`src/doc_pkg.sv`:
```
// Shared constants for the dust occupancy concentration core.
// Register indexes, field widths, reset values and curve constants.
// No dependencies.
package doc_pkg;

   // configuration port
   localparam int CSR_INDEX_W = 2;
   localparam int CSR_DATA_W  = 26;
   localparam logic [CSR_INDEX_W-1:0] REG_WINDOW_TICKS = 2'd0;
   localparam logic [CSR_INDEX_W-1:0] REG_MASS_FACTOR  = 2'd1;

   // field widths
   localparam int WINDOW_W  = 26;
   localparam int FACTOR_W  = 24;
   localparam int LOW_OUT_W = 26;
   localparam int RATIO_W   = 23;
   localparam int CONC_W    = 29;
   localparam int MASS_W    = 20;

   // register reset values
   localparam logic [WINDOW_W-1:0] WINDOW_RESET = 26'd30000000;
   localparam logic [FACTOR_W-1:0] FACTOR_RESET = 24'd34883;

   // cubic curve 1.1 r^3 - 3.8 r^2 + 520 r + 0.62, r in Q.16
   localparam int CURVE_FRAC = 16;
   localparam int R16_W      = 23;
   localparam logic [R16_W-1:0] R16_TOP      = 23'd6553600;
   localparam logic [31:0]      CURVE_C380   = 32'd24903680;
   localparam logic [47:0]      CURVE_C52000 = 48'd223338299392000;
   localparam logic [35:0]      CONC_BIAS    = 36'd15922;
   localparam logic [MASS_W-1:0] MASS_MAX    = 20'd600000;

   // divide by 100 as two reciprocal steps over an 18-bit split
   localparam logic [18:0]      DIV100_HI_M  = 19'd335545;    // ceil(2^25 / 100)
   localparam logic [25:0]      DIV100_LO_M  = 26'd42949673;  // ceil(2^32 / 100)

   // window record queue between counter and arithmetic
   localparam int QUEUE_DEPTH = 2;

endpackage

```
`src/doc_queue.sv`:
```
// Short queue of finished window records between front and back ends.
// Uses doc_pkg for the queue depth.
module doc_queue import doc_pkg::*; #(
   parameter int DATA_W = 52
) (
   input  logic              clock,
   input  logic              reset,
   input  logic              push,
   input  logic [DATA_W-1:0] push_data,
   output logic              full,
   output logic              valid,
   input  logic              pop,
   output logic [DATA_W-1:0] pop_data
);

   localparam int PTR_W = (QUEUE_DEPTH > 1) ? $clog2(QUEUE_DEPTH) : 1;
   localparam int CNT_W = $clog2(QUEUE_DEPTH + 1);

   logic [DATA_W-1:0] entry_ff [QUEUE_DEPTH];
   logic [PTR_W-1:0]  wr_ff, wr_in, rd_ff, rd_in;
   logic [CNT_W-1:0]  count_ff, count_in;
   logic              do_push, do_pop;

   assign full     = (count_ff == CNT_W'(QUEUE_DEPTH));
   assign valid    = (count_ff != '0);
   assign pop_data = entry_ff[rd_ff];
   assign do_push  = push & ~full;
   assign do_pop   = pop & valid;

   // pointer wrap and fill count
   always_comb begin
      wr_in    = wr_ff;
      rd_in    = rd_ff;
      count_in = count_ff;
      if (do_push) begin
         wr_in = (wr_ff == PTR_W'(QUEUE_DEPTH - 1)) ? '0 : wr_ff + PTR_W'(1);
      end
      if (do_pop) begin
         rd_in = (rd_ff == PTR_W'(QUEUE_DEPTH - 1)) ? '0 : rd_ff + PTR_W'(1);
      end
      if (do_push && !do_pop) begin
         count_in = count_ff + CNT_W'(1);
      end else if (do_pop && !do_push) begin
         count_in = count_ff - CNT_W'(1);
      end
   end

   always_ff @(posedge clock) begin
      if (reset) begin
         wr_ff    <= '0;
         rd_ff    <= '0;
         count_ff <= '0;
      end else begin
         wr_ff    <= wr_in;
         rd_ff    <= rd_in;
         count_ff <= count_in;
      end
   end

   always_ff @(posedge clock) begin
      if (do_push) begin
         entry_ff[wr_ff] <= push_data;
      end
   end

endmodule

```
`config.mk`:
```
export PLATFORM = sky130hd
export DESIGN_NAME = doc_queue
export DESIGN_NICKNAME = d
export VERILOG_FILES = /design/src/doc_pkg.sv /design/src/doc_queue.sv
export SDC_FILE = /design/constraint.sdc
export NUM_CORES = 1
export LEC_CHECK = 0
export ABC_AREA = 1
export BUFFER_PORTS_ARGS = -buffer_cell sky130_fd_sc_hd__clkbuf_2
export CORE_AREA = 4 4 93 95
export CTS_CLUSTER_SIZE = 24
export DETAILED_ROUTE_END_ITERATION = 8
export DIE_AREA = 0 0 97 99
export PLACE_DENSITY = 0.82
export SYNTH_ARGS = -nofsm -noshare
export SYNTH_HDL_FRONTEND = slang
export SYNTH_SLANG_ARGS = --single-unit
```
`constraint.sdc`:
```
create_clock -name clock -period 7.8 [get_ports clock]
set_input_delay 1.56 -clock clock [delete_from_list [all_inputs] [get_ports clock]]
set_output_delay 1.56 -clock clock [all_outputs]
set_load 0.005 [all_outputs]
```
==> flow_metrics.tcl, run 1 <==
set metrics [dict create \
    outcome "completed" \
    clock-sinks 109 \
    drtAntennaViolNets 0 \
    synth.avg_cell_area_um2 21.4 \
    nets 372 \
    cts-root-buf "clkbuf_8" \
    power.leakage_nw 2.04 \
    finalHoldViolations 0 \
    drt_iter0_markers 72 \
    slew_headroom 0.363 \
    via_count 2075 \
    finalMaxSlewViolations 0 \
    io_buffers 109 \
    ys_types 15 \
    wl_per_cell_um 16.1 \
    ys_ff_latch 109 \
    num_io_pins 110 \
    rr_worst_depth 4 \
    cts_tree "built" \
    min_period_over_period 0.442 \
    floorplan.initialDensity 0.550 \
    max_cap_violations 0 \
    antenna_cells 0 \
    setup_viol 0 \
    cellPowerDensity_nw_per_um2 294 \
    hold_depth 2 \
    fmax_mhz 290 \
    design_area_um2 5040 \
    path_class "reg -> out" \
    tightest_slew_ns 0.955 \
    grt_pass1_wl_um 11000 \
    grt_usage 0.150 \
    hold_class "reg -> reg" \
    ys_top_cells_by_area "edfxtp_1 73%, mux2_4 18%, buf_12 2.4%, dfxtp_1 2.4%, inv_1 0.71%" \
    drt_drc_violations_left 0 \
    ir_drop_uv 173 \
    fin_util 0.653 \
    syn_area_um2 4250 \
    clk_pin_slew_ns 0.09 \
    yosysWarnings 0 \
    cts.repair.resized 0 \
    syn_inst 199 \
    row_count 32 \
    area.growth.synth_to_final_pct 18.7 \
    worstHoldStart "rd_ff" \
    fp.dieW_um 97 \
    startpoint_type "register" \
    cp-end-kind "primary output" \
    tns_ns 0 \
    final_layout_size_suffix_gt1_frac 0.572 \
    htreeDepth 3 \
    ff2ff_setup_slack_ns 6.17 \
    layout_min_cycle_time_ns 3.45 \
    dieHeight_um 99 \
    rsz0062_at_grt "no" \
    worst_r2r_endpoint "entry_ff[1][28]" \
    viasPerCell 4.92 \
    clock_latency_ns 0.36 \
    syn_nets 256 \
    hpwl_um 4520 \
    grt_max_degree 53 \
    drt_pass1_iterations 4 \
    r2r_start "count_ff[1]" \
    netlist.area_leader.share 0.735 \
    die_area_um2 9600 \
    cts_buffer_depth 2 \
    fin_skew_ns 0.0100 \
    wirelength_um 6810 \
    grt.overflow.total 0 \
    antenna_found_initial 0 \
    design.core.area_um2 7730 \
    cts_buffers 9 \
    postCtsSetupBuffers 0 \
    ys_seq_area_frac 0.758 \
    synth_largest_area_cell "edfxtp_1" \
    gp_congestion 0.728 \
    hold_buffers 0 \
    placed_cell_area_um2 4850 \
    timing.hold.ws_ns 0.523 \
    worstPathArrival_ns 1.89 \
    worstPathMaxFanout 52 \
    worstPathRequired_ns 6.24 \
    first_global_vias 2297 \
]
[per-layer routing]
layer	part of all wire	routed length (um)	up-vias	GRT usage
met3	0.068	465	14	0.0502
met1	0.41	2760	1001	0.174
met4	0.029	199	0	0.0756
met2	0.50	3380	72	0.252
li1	-	-	988	-
met5	0	0	-	0
[registers in the layout, indices dropped and copies added (netlist names), named ones only]
name and cells:
entry_ff 104, rd_ff 1, wr_ff 1, count_ff 2
[kinds of logic after synthesis]
kind of cell,Yosys count,synth area share
buffers and inverters,14,0.0333
adders and majority gates,1,0.00294
muxes,52,0.182
AOI/OAI and AO/OA,5,0.00677
DFF,109,0.758
and+or+nand+nor,18,0.0171
[cell usage after synthesis (all sizes together)]
cell and number:
buf 6, nor2 8, nand3 2, nand4 1
ha 1, inv 8, dfxtp 5, a21oi 2
mux2 52, edfxtp 104, o21ai 3, nand2 7
[cells in the final DEF (no fill, tap or decap), types with 2 or more instances in the layout]
| master | Yosys | layout |
|---|---|---|
| clkbuf_2 | 0 | 109 |
| mux2_2 | 2 | 2 |
| clkbuf_8 | 0 | 9 |
| inv_1 | 8 | 8 |
| a21oi_1 | 2 | 2 |
| mux2_4 | 50 | 50 |
| o21ai_0 | 2 | 2 |
| buf_4 | 0 | 2 |
| clkinv_2 | 0 | 2 |
| nand2_1 | 7 | 7 |
| nor2_1 | 8 | 6 |
| nand3_1 | 2 | 2 |
| clkinv_4 | 0 | 2 |
| nor2_4 | 0 | 2 |
| edfxtp_1 | 104 | 104 |
| dfxtp_1 | 5 | 4 |
[power breakdown]
group | internal (mW) | leakage (nW) | switching (mW)
clock | 0.150 | 0.0996 | 0.181
sequential | 0.741 | 1.01 | 0.0626
combinational | 0.203 | 0.924 | 0.144
total | 1.09 | 2.04 | 0.388
[worst max-delay path by stage]
| stage | startpoint | endpoint | slack, ns | cells past startpoint |
|---|---|---|---|---|
| 2_1_floorplan | push | entry_ff[0][0] | 3.53 | 2 |
| 5_1_grt | register | pop_data[29] | 4.24 | 2 |
| 3_3_place_gp | register | pop_data[29] | 4.71 | 2 |
| 6_report | register | pop_data[29] | 4.35 | 2 |
| 3_5_place_dp | register | pop_data[29] | 4.70 | 2 |
| 4_1_cts | register | pop_data[29] | 4.31 | 2 |
[per-stage QoR]
stage	total power [mW]	setup WS (ns)	std cells
final	1.48	4.35	422
after global routing	1.56	4.24	422
after CTS	1.50	4.31	422
after detailed placement	1.17	4.70	406
after global placement	1.16	4.71	406
after floorplan	1.06	3.53	199
[area by class of cell]
class	instances	area, um^2
sequential	109	3230
inverter	8	30.0
clock buffer	9	124
timing repair buffer	111	561
clock inverter	7	73.8
multi-input combinational	76	902
tap	102	128
fill	544	2680
[worst max-delay path, stage by stage, from the launching register on]
cell	delay, ns
dfxtp_4	1.00
mux2_2	0.42
clkbuf_2	0.11
Power figures use the tool's default switching activity.
==> run 2, diff against run 1 <==
- CORE_AREA: 4 4 93 95 -> 4 4 96 98
- DIE_AREA: 0 0 97 99 -> 0 0 100 102
- PLACE_DENSITY: 0.82 -> 0.77
- clock period: 7.8 -> 3.4 ns (I/O delays scaled with it)
==> flow_metrics.tcl, run 2 (synthesis gave the netlist of run 1 again) <==
set metrics [dict create \
    htreeDepth 3 \
    grt_pass1_wl_um 10300 \
    reg.largest.list "entry_ff: 104 flops, count_ff: 2 flops" \
    viasPerCell 4.85 \
    row_count 34 \
    rsz0062_at_grt "no" \
    gp_congestion 0.682 \
    die_area_um2 10200 \
    worstPathMaxFanout 52 \
    power.leakage_nw 2.05 \
    cts-root-buf "clkbuf_8" \
    antenna_cells 0 \
    worstPathRequired_ns 2.72 \
    fp.dieW_um 100 \
    first_global_vias 2174 \
    layout_common_cells "109 x clkbuf_2, 104 x edfxtp_1, 50 x mux2_4" \
    wirelength_um 6740 \
    max_cap_violations 0 \
    placed_cell_area_um2 4880 \
    fmax_mhz 386 \
    cellPowerDensity_nw_per_um2 672 \
    min_period_over_period 0.763 \
    drt_pass1_iterations 4 \
    r2r_start "count_ff[1]" \
    hold_class "in -> reg" \
    slew_headroom 0.349 \
    tns_ns 0 \
    hold_depth 1 \
    postCtsSetupBuffers 0 \
    path_class "reg -> out" \
    startpoint_type "register" \
    floorplan.initialDensity 0.502 \
    clock-sinks 109 \
    outcome "completed" \
    regMostFlops "entry_ff" \
    via_count 2074 \
    cts_buffers 9 \
    holdPathEnd "entry_ff[0][16]" \
    final_layout_size_suffix_gt1_frac 0.572 \
    finalMaxSlewViolations 0 \
    clk_pin_slew_ns 0.10 \
    layout_min_cycle_time_ns 2.59 \
    io_buffers 109 \
    cts.repair.resized 0 \
    drt_drc_violations_left 0 \
    nets 372 \
    setup_viol 0 \
    area.growth.synth_to_final_pct 19.4 \
    finalHoldViolations 0 \
    grt_max_degree 53 \
    dieHeight_um 102 \
    antenna_found_initial 0 \
    worst_r2r_endpoint "entry_ff[0][32]" \
    wl_per_cell_um 15.8 \
    ir_drop_uv 569 \
    worstPathArrival_ns 1.91 \
    worstHoldStart "push_data[16]" \
    design.core.area_um2 8470 \
    grt.overflow.total 0 \
    fin_skew_ns 0.00599 \
    drtAntennaViolNets 0 \
    final_common_cell "clkbuf_2" \
    ff2ff_setup_slack_ns 1.63 \
    design_area_um2 5080 \
    tightest_slew_ns 0.977 \
    largest_register_ffs 104 \
    cts_tree "built" \
    cts_buffer_depth 2 \
    clock_latency_ns 0.35 \
    drt_iter0_markers 68 \
    grt_usage 0.135 \
    hold_buffers 0 \
    hpwl_um 4670 \
    cp-end-kind "primary output" \
    num_io_pins 110 \
    rr_worst_depth 4 \
]
run 2: cell count changes in the layout (fill, tap and decap cells not counted):
cell        previous run  this run
buf_12                 0         2
buf_4                  2         0
clkinv_2               2         3
clkinv_4               2         1
clkinvlp_4             1         0
inv_8                  0         1
run 2: layout make-up:
class	instances	area, um^2
clock buffer	9	124
clock inverter	7	73.8
sequential	109	3230
tap	108	135
timing repair buffer	111	586
multi-input combinational	76	902
inverter	8	30.0
fill	652	3390
run 2: power breakdown:
group          internal (mW)  leakage [nW]  switching (mW)
clock network          0.346         0.105           0.412
registers               1.70          1.01           0.143
logic                  0.479         0.931           0.335
run 2: routing by layer:
layer	track usage	up-vias	share of wire	wire length (um)
met5	0	-	0	0
met2	0.252	63	0.55	3680
met1	0.142	1012	0.38	2560
met3	0.0498	6	0.068	460
li1	-	993	-	-
met4	0.0383	0	0.0068	46
run 2: stage by stage:
stage                     utilization  hold slack, ns  worst slack [ns]  total power, mW  instances
after floorplan                     -           0.465            0.0124             2.43        199
after global placement          0.576           0.468              1.18             2.67        412
after detailed placement        0.576           0.502              1.16             2.71        412
after CTS                       0.600           0.491             0.761             3.46        428
after global routing            0.600           0.472             0.698             3.60        428
final                           0.600           0.511             0.807             3.41        428
run 2: worst max path at each step:
stage	start	end	slack, ns	depth (start not counted)
finish	register	pop_data[35]	0.81	2
global route	register	pop_data[35]	0.70	2
CTS	register	pop_data[35]	0.76	2
detailed placement	register	pop_data[35]	1.16	2
global placement	register	pop_data[35]	1.18	2
floorplan	push	entry_ff[0][0]	0.01	2
run 2: worst max-delay path, stage by stage, from the launching register on:
cell	delay (ns)
dfxtp_4	0.99
mux2_2	0.42
clkbuf_2	0.11
