==> config.mk <==
export PLATFORM = sky130hd
export DESIGN_NAME = doc_front
export DESIGN_NICKNAME = d
export VERILOG_FILES = /design/src/doc_pkg.sv /design/src/doc_front.sv
export SDC_FILE = /design/constraint.sdc
export NUM_CORES = 1
export LEC_CHECK = 0
export BUFFER_PORTS_ARGS = -buffer_cell sky130_fd_sc_hd__buf_2
export CORE_UTILIZATION = 40
export CTS_BUF_LIST = sky130_fd_sc_hd__clkbuf_4 sky130_fd_sc_hd__clkbuf_8 sky130_fd_sc_hd__clkbuf_16
export DETAILED_ROUTE_END_ITERATION = 8
export GPL_TIMING_DRIVEN = 0
export SYNTH_ARGS = -nofsm -noshare
export SYNTH_HDL_FRONTEND = slang
export SYNTH_SLANG_ARGS = --single-unit
==> constraint.sdc <==
create_clock -name clock -period 3.45 [get_ports clock]
set_input_delay 0.345 -clock clock [delete_from_list [all_inputs] [get_ports clock]]
set_output_delay 0.345 -clock clock [all_outputs]
set_load 0.1 [all_outputs]
==> src/doc_pkg.sv <==
// Shared constants for the dust occupancy concentration core.
// Register indexes, field widths, reset values and curve constants.
// No dependencies.
package doc_pkg;

   // configuration port
   localparam int CSR_INDEX_W = 2;
   localparam int CSR_DATA_W  = 26;
   localparam logic [CSR_INDEX_W-1:0] REG_WINDOW_TICKS = 2'd0;
   localparam logic [CSR_INDEX_W-1:0] REG_MASS_FACTOR  = 2'd1;

   // field widths
   localparam int WINDOW_W  = 26;
   localparam int FACTOR_W  = 24;
   localparam int LOW_OUT_W = 26;
   localparam int RATIO_W   = 23;
   localparam int CONC_W    = 29;
   localparam int MASS_W    = 20;

   // register reset values
   localparam logic [WINDOW_W-1:0] WINDOW_RESET = 26'd30000000;
   localparam logic [FACTOR_W-1:0] FACTOR_RESET = 24'd34883;

   // cubic curve 1.1 r^3 - 3.8 r^2 + 520 r + 0.62, r in Q.16
   localparam int CURVE_FRAC = 16;
   localparam int R16_W      = 23;
   localparam logic [R16_W-1:0] R16_TOP      = 23'd6553600;
   localparam logic [31:0]      CURVE_C380   = 32'd24903680;
   localparam logic [47:0]      CURVE_C52000 = 48'd223338299392000;
   localparam logic [35:0]      CONC_BIAS    = 36'd15922;
   localparam logic [MASS_W-1:0] MASS_MAX    = 20'd600000;

   // divide by 100 as two reciprocal steps over an 18-bit split
   localparam logic [18:0]      DIV100_HI_M  = 19'd335545;    // ceil(2^25 / 100)
   localparam logic [25:0]      DIV100_LO_M  = 26'd42949673;  // ceil(2^32 / 100)

   // window record queue between counter and arithmetic
   localparam int QUEUE_DEPTH = 2;

endpackage

==> src/doc_front.sv <==
// Front end: counts ticks and low samples, detects the end of a window.
// Uses doc_pkg for the window register width.
module doc_front import doc_pkg::*; #(
   parameter int COUNT_WIDTH = 26
) (
   input  logic                   clock,
   input  logic                   reset,
   input  logic                   req_valid,
   input  logic                   req_pin_level,
   output logic                   req_stall,
   input  logic [WINDOW_W-1:0]    window_ticks,
   input  logic                   q_full,
   output logic                   push,
   output logic [COUNT_WIDTH-1:0] push_low,
   output logic [COUNT_WIDTH-1:0] push_ticks
);

   localparam int CMP_W = (COUNT_WIDTH > WINDOW_W) ? COUNT_WIDTH : WINDOW_W;

   logic [COUNT_WIDTH-1:0] tick_ff, tick_in;
   logic [COUNT_WIDTH-1:0] low_ff, low_in;
   logic [COUNT_WIDTH-1:0] ticks_next, low_next;
   logic [WINDOW_W-1:0]    win_eff;
   logic                   accept, window_end;

   // hold requests off only while the queue has no room
   assign req_stall = q_full;
   assign accept    = req_valid & ~q_full;

   // counts including the current sample; zero window acts as one
   always_comb begin
      win_eff    = (window_ticks == '0) ? WINDOW_W'(1) : window_ticks;
      ticks_next = tick_ff + COUNT_WIDTH'(1);
      low_next   = low_ff + {{(COUNT_WIDTH-1){1'b0}}, ~req_pin_level};
      window_end = (CMP_W'(ticks_next) >= CMP_W'(win_eff)) || (ticks_next == '1);
   end

   assign push       = accept & window_end;
   assign push_low   = low_next;
   assign push_ticks = ticks_next;

   always_comb begin
      tick_in = tick_ff;
      low_in  = low_ff;
      if (accept) begin
         if (window_end) begin
            tick_in = '0;
            low_in  = '0;
         end else begin
            tick_in = ticks_next;
            low_in  = low_next;
         end
      end
   end

   always_ff @(posedge clock) begin
      if (reset) begin
         tick_ff <= '0;
         low_ff  <= '0;
      end else begin
         tick_ff <= tick_in;
         low_ff  <= low_in;
      end
   end

endmodule

==> impl_metrics.ini, run 1 <==
[yosys]
synthCells = 537
yosys-top-cells-area = dfxtp_1 (24%), xnor2_1 (11%), xor2_1 (8.7%), ha_1 (8.7%), nor2_2 (5.3%)
yosys.area.top_type = dfxtp_1
synth_seq_cells = 52
syn_avg_cell_area_sq_um = 8.064
yosysSeqAreaShare_pct = 24.04
synth_edf_count = 0
syn_area_sq_mm = 0.004330
synthTopCellsByCount = nand2_1 (53), xnor2_1 (53), dfxtp_1 (52), xor2_1 (43), nor2_1 (42)
synth_ff_type = dfxtp_1
syn_nets = 598
synth_warnings = 0
yosysUniqueCellTypes = 55
synthArstFlopShare_pct = 0
synth_top_area_share_pct = 24.04

[floorplanning]
start_util_pct = 41.57
core_area_sq_mm = 0.01042
die_y_um = 106.1
die_w_um = 106.1
ioPinCount = 85
rows = 37
die_area_sq_mm = 0.01125

[global_routing]
grt_pass1_wl_um = 19150
grt_max_degree = 17
grtUsageTotal_pct = 21.25
grt_pass1_vias = 3939
gr-total-overflow = 0
grt_antenna_before_repair = 0

[worst_setup_path]
critical_path_class = reg2out
cp_slowest_cell = dfxtp_2
crit_required_ps = 3110
worst_path_largest_cell_delay_ps = 330
critPathArrivalTime_ps = 3170
crit_path_max_fanout = 8
worstPathCellList = buf_6 > nand4_4 > nor4_4 > buf_6 > nand3_2 > xnor2_4 > ha_1 > a21o_1 > a21o_1 > a221oi_2 > o22ai_2 > a21oi_2 > o31ai_4 > buf_12
cp-start-kind = flop
worst_setup_path_end_kind = primary output

[place]
io_buffers = 84
dp.cells = 757
placed_cell_area_sq_mm = 0.005354
gp_congestion = 0.9030
hpwl_um = 8819

[sta]
period_minus_slack_ps = 3516
slew_headroom_pct = 48.21
tightest_slew_ps = 775.0
hold_viol_final = 0
fmax_ghz = 0.2844
grt_setup_unrepaired = true
finalClockSkew_ps = 11.07
finalWorstSetupSlack_ps = -66.36
timing.setup.tns_ps = -204.9
fin_crit_sh_pct = 101.9
final_max_slew_viol_count = 0
setup_violations = 16

[routing]
drtAntennaViolNets = 0
routed-via-count = 4171
first_pass_iters = 4
routed_via_density = 5.099
drcViolationCount = 0
wl_um = 12230
routedWlPerCell_um = 14.95
dr.first_iter.drc_count = 192

[clock_tree]
cts-buffers-inserted = 5
clk_pin_slew_ps = 100
cts_max_path_buffers = 2
tritoncts = built
cts_sinks = 52
h-tree-depth = 2
clk_latency_ps = 310
clockRootBuffer = clkbuf_8
postCtsHoldBufs = 0

[power]
power_leakage_nw = 2.898
power_density_mw_per_mm2 = 185.3
irDropWorstVdd_mv = 0.1740

[final_layout]
multi_input_area_sq_mm = 0.003558
nNetsFinal = 742
seq_area_sq_mm = 0.001074
diodes = 0
finalInstanceArea_sq_mm = 0.006206
utilization_pct = 59.58
syn_to_final_growth_pct = 43.31
drive_gt1_share_pct = 45.16
final_cells = 818
nFillCells = 948

[flow_run]
cap_violations = 0

[hold_path]
hold_class = in2reg

[outcome]
outcome = complete, but fails checks
violations = negative setup slack
kinds of logic (layout without fill, tap and decap cells):
logic type               after synthesis  after routing  synth area share, %
AND/OR/NAND/NOR                      240            240                30.89
XOR/XNOR                              97             97                19.79
buffers and inverters                 74            219                8.841
flip-flops                            52             52                24.04
AO/OA/AOI/OAI                         43             43                7.513
adder cells (fa/ha/maj)               30             30                8.668
multiplexers                           1              1               0.2600
stage by stage:
step	setup slack [ps]	hold slack, ps	power (mW)
after detailed placement	-599.7	471.8	0.7726
after floorplan	-453.0	452.1	0.7217
final	-66.36	472.3	1.150
after CTS	-144.5	416.2	1.150
after global routing	-195.6	488.3	1.197
after global placement	-573.7	466.2	0.7699
power breakdown:
part           switching, mW  leakage [nW]  internal (mW)
Sequential           0.00255         0.429          0.599
Combinational          0.114          2.42         0.0542
Clock                  0.216        0.0516          0.165
Total                  0.332          2.90          0.818
layout by cell type (no fill, tap or decap), drive strengths merged, types with 3 or more instances in the layout:
cell type	instances
buf	162
nor2	80
nand2	54
xnor2	54
dfxtp	52
xor2	43
inv	40
ha	30
nand3	28
nand4	19
nor4	17
clkbuf	16
a21oi	15
and3	10
nor3	9
and4	8
a21o	6
o21ai	4
or2	3
and2	3
nand2b	3
metal layers:
layer  global-route usage, %  vias up  wire length [um]
met1                   27.60     1957              5490
li1                        -     2080                 -
met3                   2.820       16               496
met5                       0        -                 0
met2                   36.88      118              6057
met4                   5.655        0               183
path summary, 6_finish.rpt:
path                             endpoint               startpoint  cells after the start  slack [ps]
setup / recovery                     push  tick_ff[3]$_SDFFE_PP0P_                     14         -70
hold / removal    low_ff[25]$_SDFFE_PP0P_                    reset                      4         470
setup reg to reg  tick_ff[9]$_SDFFE_PP0P_  tick_ff[3]$_SDFFE_PP0P_                     17         -30
hold reg to reg    low_ff[0]$_SDFFE_PP0P_   low_ff[0]$_SDFFE_PP0P_                      2         490
timing repair:
item                       CTS  global route
setup endpoints to repair   54            56
gates resized for setup     56            42
pin swaps                   13            20
cloned                       0             3
buffers inserted            20            30
registers in the layout, summed over array words and instances (netlist names):
signal and flops:
low_ff 26, tick_ff 26
critical path, delay by kind of cell, from the launching register on:
family / cells / cell delay [ps]
xor+xnor: 1 / 180
buf+inv: 3 / 500
compound gates: 6 / 960
fa+ha+maj: 1 / 310
flops: 1 / 330
simple gates: 3 / 580
final cells by class:
type | instances | share of cell area, %
flip-flops and latches | 52 | 17.30
well taps | 136 | 2.742
multi-input cells | 411 | 57.34
clock buffers | 6 | 1.331
clock inverters | 2 | 0.2218
inverters | 39 | 2.359
plain buffers | 35 | 4.718
repair buffers | 137 | 13.99
(Power assumes the default switching activity.)
==> run 2, diff against run 1 <==
--- a/config.mk
+++ b/config.mk
@@ -6,7 +6,7 @@
 export NUM_CORES = 1
 export LEC_CHECK = 0
 export BUFFER_PORTS_ARGS = -buffer_cell sky130_fd_sc_hd__buf_2
-export CORE_UTILIZATION = 40
+export CORE_UTILIZATION = 35
 export CTS_BUF_LIST = sky130_fd_sc_hd__clkbuf_4 sky130_fd_sc_hd__clkbuf_8 sky130_fd_sc_hd__clkbuf_16
 export DETAILED_ROUTE_END_ITERATION = 8
 export GPL_TIMING_DRIVEN = 0
==> run 2 against run 1 <==
  * The run still ends with negative setup slack left
  * Sequential share of layout area fell by 0.22 points
  * Cell count increased by 0.49%
  * Global-route usage down 2.8 points
  * Die area grew 14%
  * Flip-flop and latch count unchanged
  * Register-to-register slack improved by 110 ps
  * Utilization decreased by 7.6 points
  * Setup slack lost 1.7 ps
  * Critical endpoint unchanged
  * Largest cell class unchanged
  * Highest routed layer unchanged
==> impl_metrics.ini, run 2 (synthesis gave the netlist of run 1 again) <==
[final_layout]
diodes = 0
mostFrequentLayoutCell = buf_2
layout_common_cells = buf_2 (86), nand2_1 (48), buf_4 (45)
finalInstanceArea_sq_mm = 0.006243
utilization_pct = 51.98
nNetsFinal = 736
top_regs = low_ff (26), tick_ff (26)
syn_to_final_growth_pct = 44.18
drive_gt1_share_pct = 45.63

[sta]
grt_setup_unrepaired = true
fin_crit_sh_pct = 102.0
tightest_slew_ps = 705.1
setup_violations = 1
slew_headroom_pct = 52.88
finalWorstSetupSlack_ps = -68.04
hold_viol_final = 0
period_minus_slack_ps = 3518
final_max_slew_viol_count = 0
finalClockSkew_ps = 5.126
fmax_ghz = 0.2843

[worst_setup_path]
cp-start-kind = flop
critical_path_class = reg2out
worst_setup_path_end_kind = primary output
critPathArrivalTime_ps = 3170
crit_path_max_fanout = 5
crit_required_ps = 3110

[routing]
wl_um = 12190
drcViolationCount = 0
first_pass_iters = 4
dr.first_iter.drc_count = 147
routed_via_density = 5.018
drtAntennaViolNets = 0
routed-via-count = 4125
routedWlPerCell_um = 14.83

[global_routing]
grt_antenna_before_repair = 0
grtUsageTotal_pct = 18.49
grt_pass1_vias = 3853
grt_pass1_wl_um = 19000
gr-total-overflow = 0
grt_max_degree = 15

[place]
io_buffers = 84
placed_cell_area_sq_mm = 0.005368
hpwl_um = 8946
gp_congestion = 0.8553

[flow_run]
cap_violations = 0

[floorplanning]
rows = 40
start_util_pct = 36.05
die_area_sq_mm = 0.01282
die_w_um = 113.2
core_area_sq_mm = 0.01201
ioPinCount = 85
die_y_um = 113.2

[outcome]
violations = negative setup slack
outcome = complete, but fails checks

[power]
irDropWorstVdd_mv = 0.1751
power_density_mw_per_mm2 = 202.6
power_leakage_nw = 2.845

[clock_tree]
clockRootBuffer = clkbuf_16
clk_pin_slew_ps = 70
tritoncts = built
h-tree-depth = 2
clk_latency_ps = 290
cts_max_path_buffers = 2
cts-buffers-inserted = 5
cts_sinks = 52
postCtsHoldBufs = 0

[hold_path]
hold_class = in2reg
## run 2: cell types whose count changed in the layout (fill, tap and decap cells not counted), sizes merged
cell,previous run,this run
buf,162,155
clkbuf,16,17
inv,40,39
## run 2: area by class of cell
| cell class | count | area (sq um) |
|---|---|---|
| clock buffer | 6 | 132.6 |
| clock inverter | 1 | 5.005 |
| tap | 147 | 183.9 |
| multi-input combinational | 411 | 3613 |
| sequential | 52 | 1066 |
| inverter | 39 | 146.4 |
| fill | 1129 | 5768 |
| buffer | 35 | 282.8 |
| timing repair buffer | 131 | 813.3 |
## run 2: report_power, final
part | internal, mW | leakage [nW] | switching, mW
sequential | 0.600 | 0.426 | 0.00223
combinational | 0.0539 | 2.35 | 0.115
clock | 0.272 | 0.0701 | 0.221
total | 0.927 | 2.85 | 0.338
## run 2: worst max-delay path, stage by stage (launching register included)
cell and delay [ps]:
dfxtp_2 320, buf_6 110, nand4_4 130, or3_1 410, buf_6 150, nor2_4 120, xor2_4 200, ha_1 280
a21oi_1 160, o21ai_1 120, a221oi_2 300, o22ai_2 90, a21oi_2 180, o31ai_4 120, buf_12 180
## run 2: timing repair
| action | 4_1_cts | 5_1_grt |
|---|---|---|
| gates cloned | 0 | 3 |
| setup buffers | 14 | 31 |
| resized for setup | 53 | 48 |
| pin swaps | 10 | 38 |
| setup endpoints to repair | 54 | 54 |
## run 2: routing by layer
| metal | part of all wire (%) | wire length, um | vias up | global-route usage, % |
|---|---|---|---|---|
| met5 | 0 | 0 | - | 0 |
| met4 | 1.6 | 194 | 0 | 5.526 |
| met3 | 4.6 | 557 | 15 | 2.732 |
| met2 | 47 | 5705 | 117 | 31.21 |
| met1 | 47 | 5735 | 1921 | 24.38 |
| li1 | - | - | 2072 | - |
## run 2: path summary, 6_finish.rpt
kind	from	endpoint	slack, ps	cells past startpoint
max	tick_ff[2]$_SDFFE_PP0P_	push	-70	14
max reg2reg	tick_ff[2]$_SDFFE_PP0P_	tick_ff[3]$_SDFFE_PP0P_	80	16
min	reset	tick_ff[1]$_SDFFE_PP0P_	480	4
min reg2reg	low_ff[0]$_SDFFE_PP0P_	low_ff[0]$_SDFFE_PP0P_	490	2
## run 2: through the flow
stage                     power [mW]  setup slack (ps)  TNS [ps]  cells  hold slack (ps)
after CTS                      1.270            -131.0    -131.0    789            444.9
after floorplan               0.7217            -453.0    -18260    537            452.1
after global placement        0.7682            -623.6    -20710    768            461.8
final                          1.265            -68.04    -68.04    822            478.0
after detailed placement      0.7706            -658.8    -22660    768            469.9
after global routing           1.320            -208.4     -3233    822            509.2
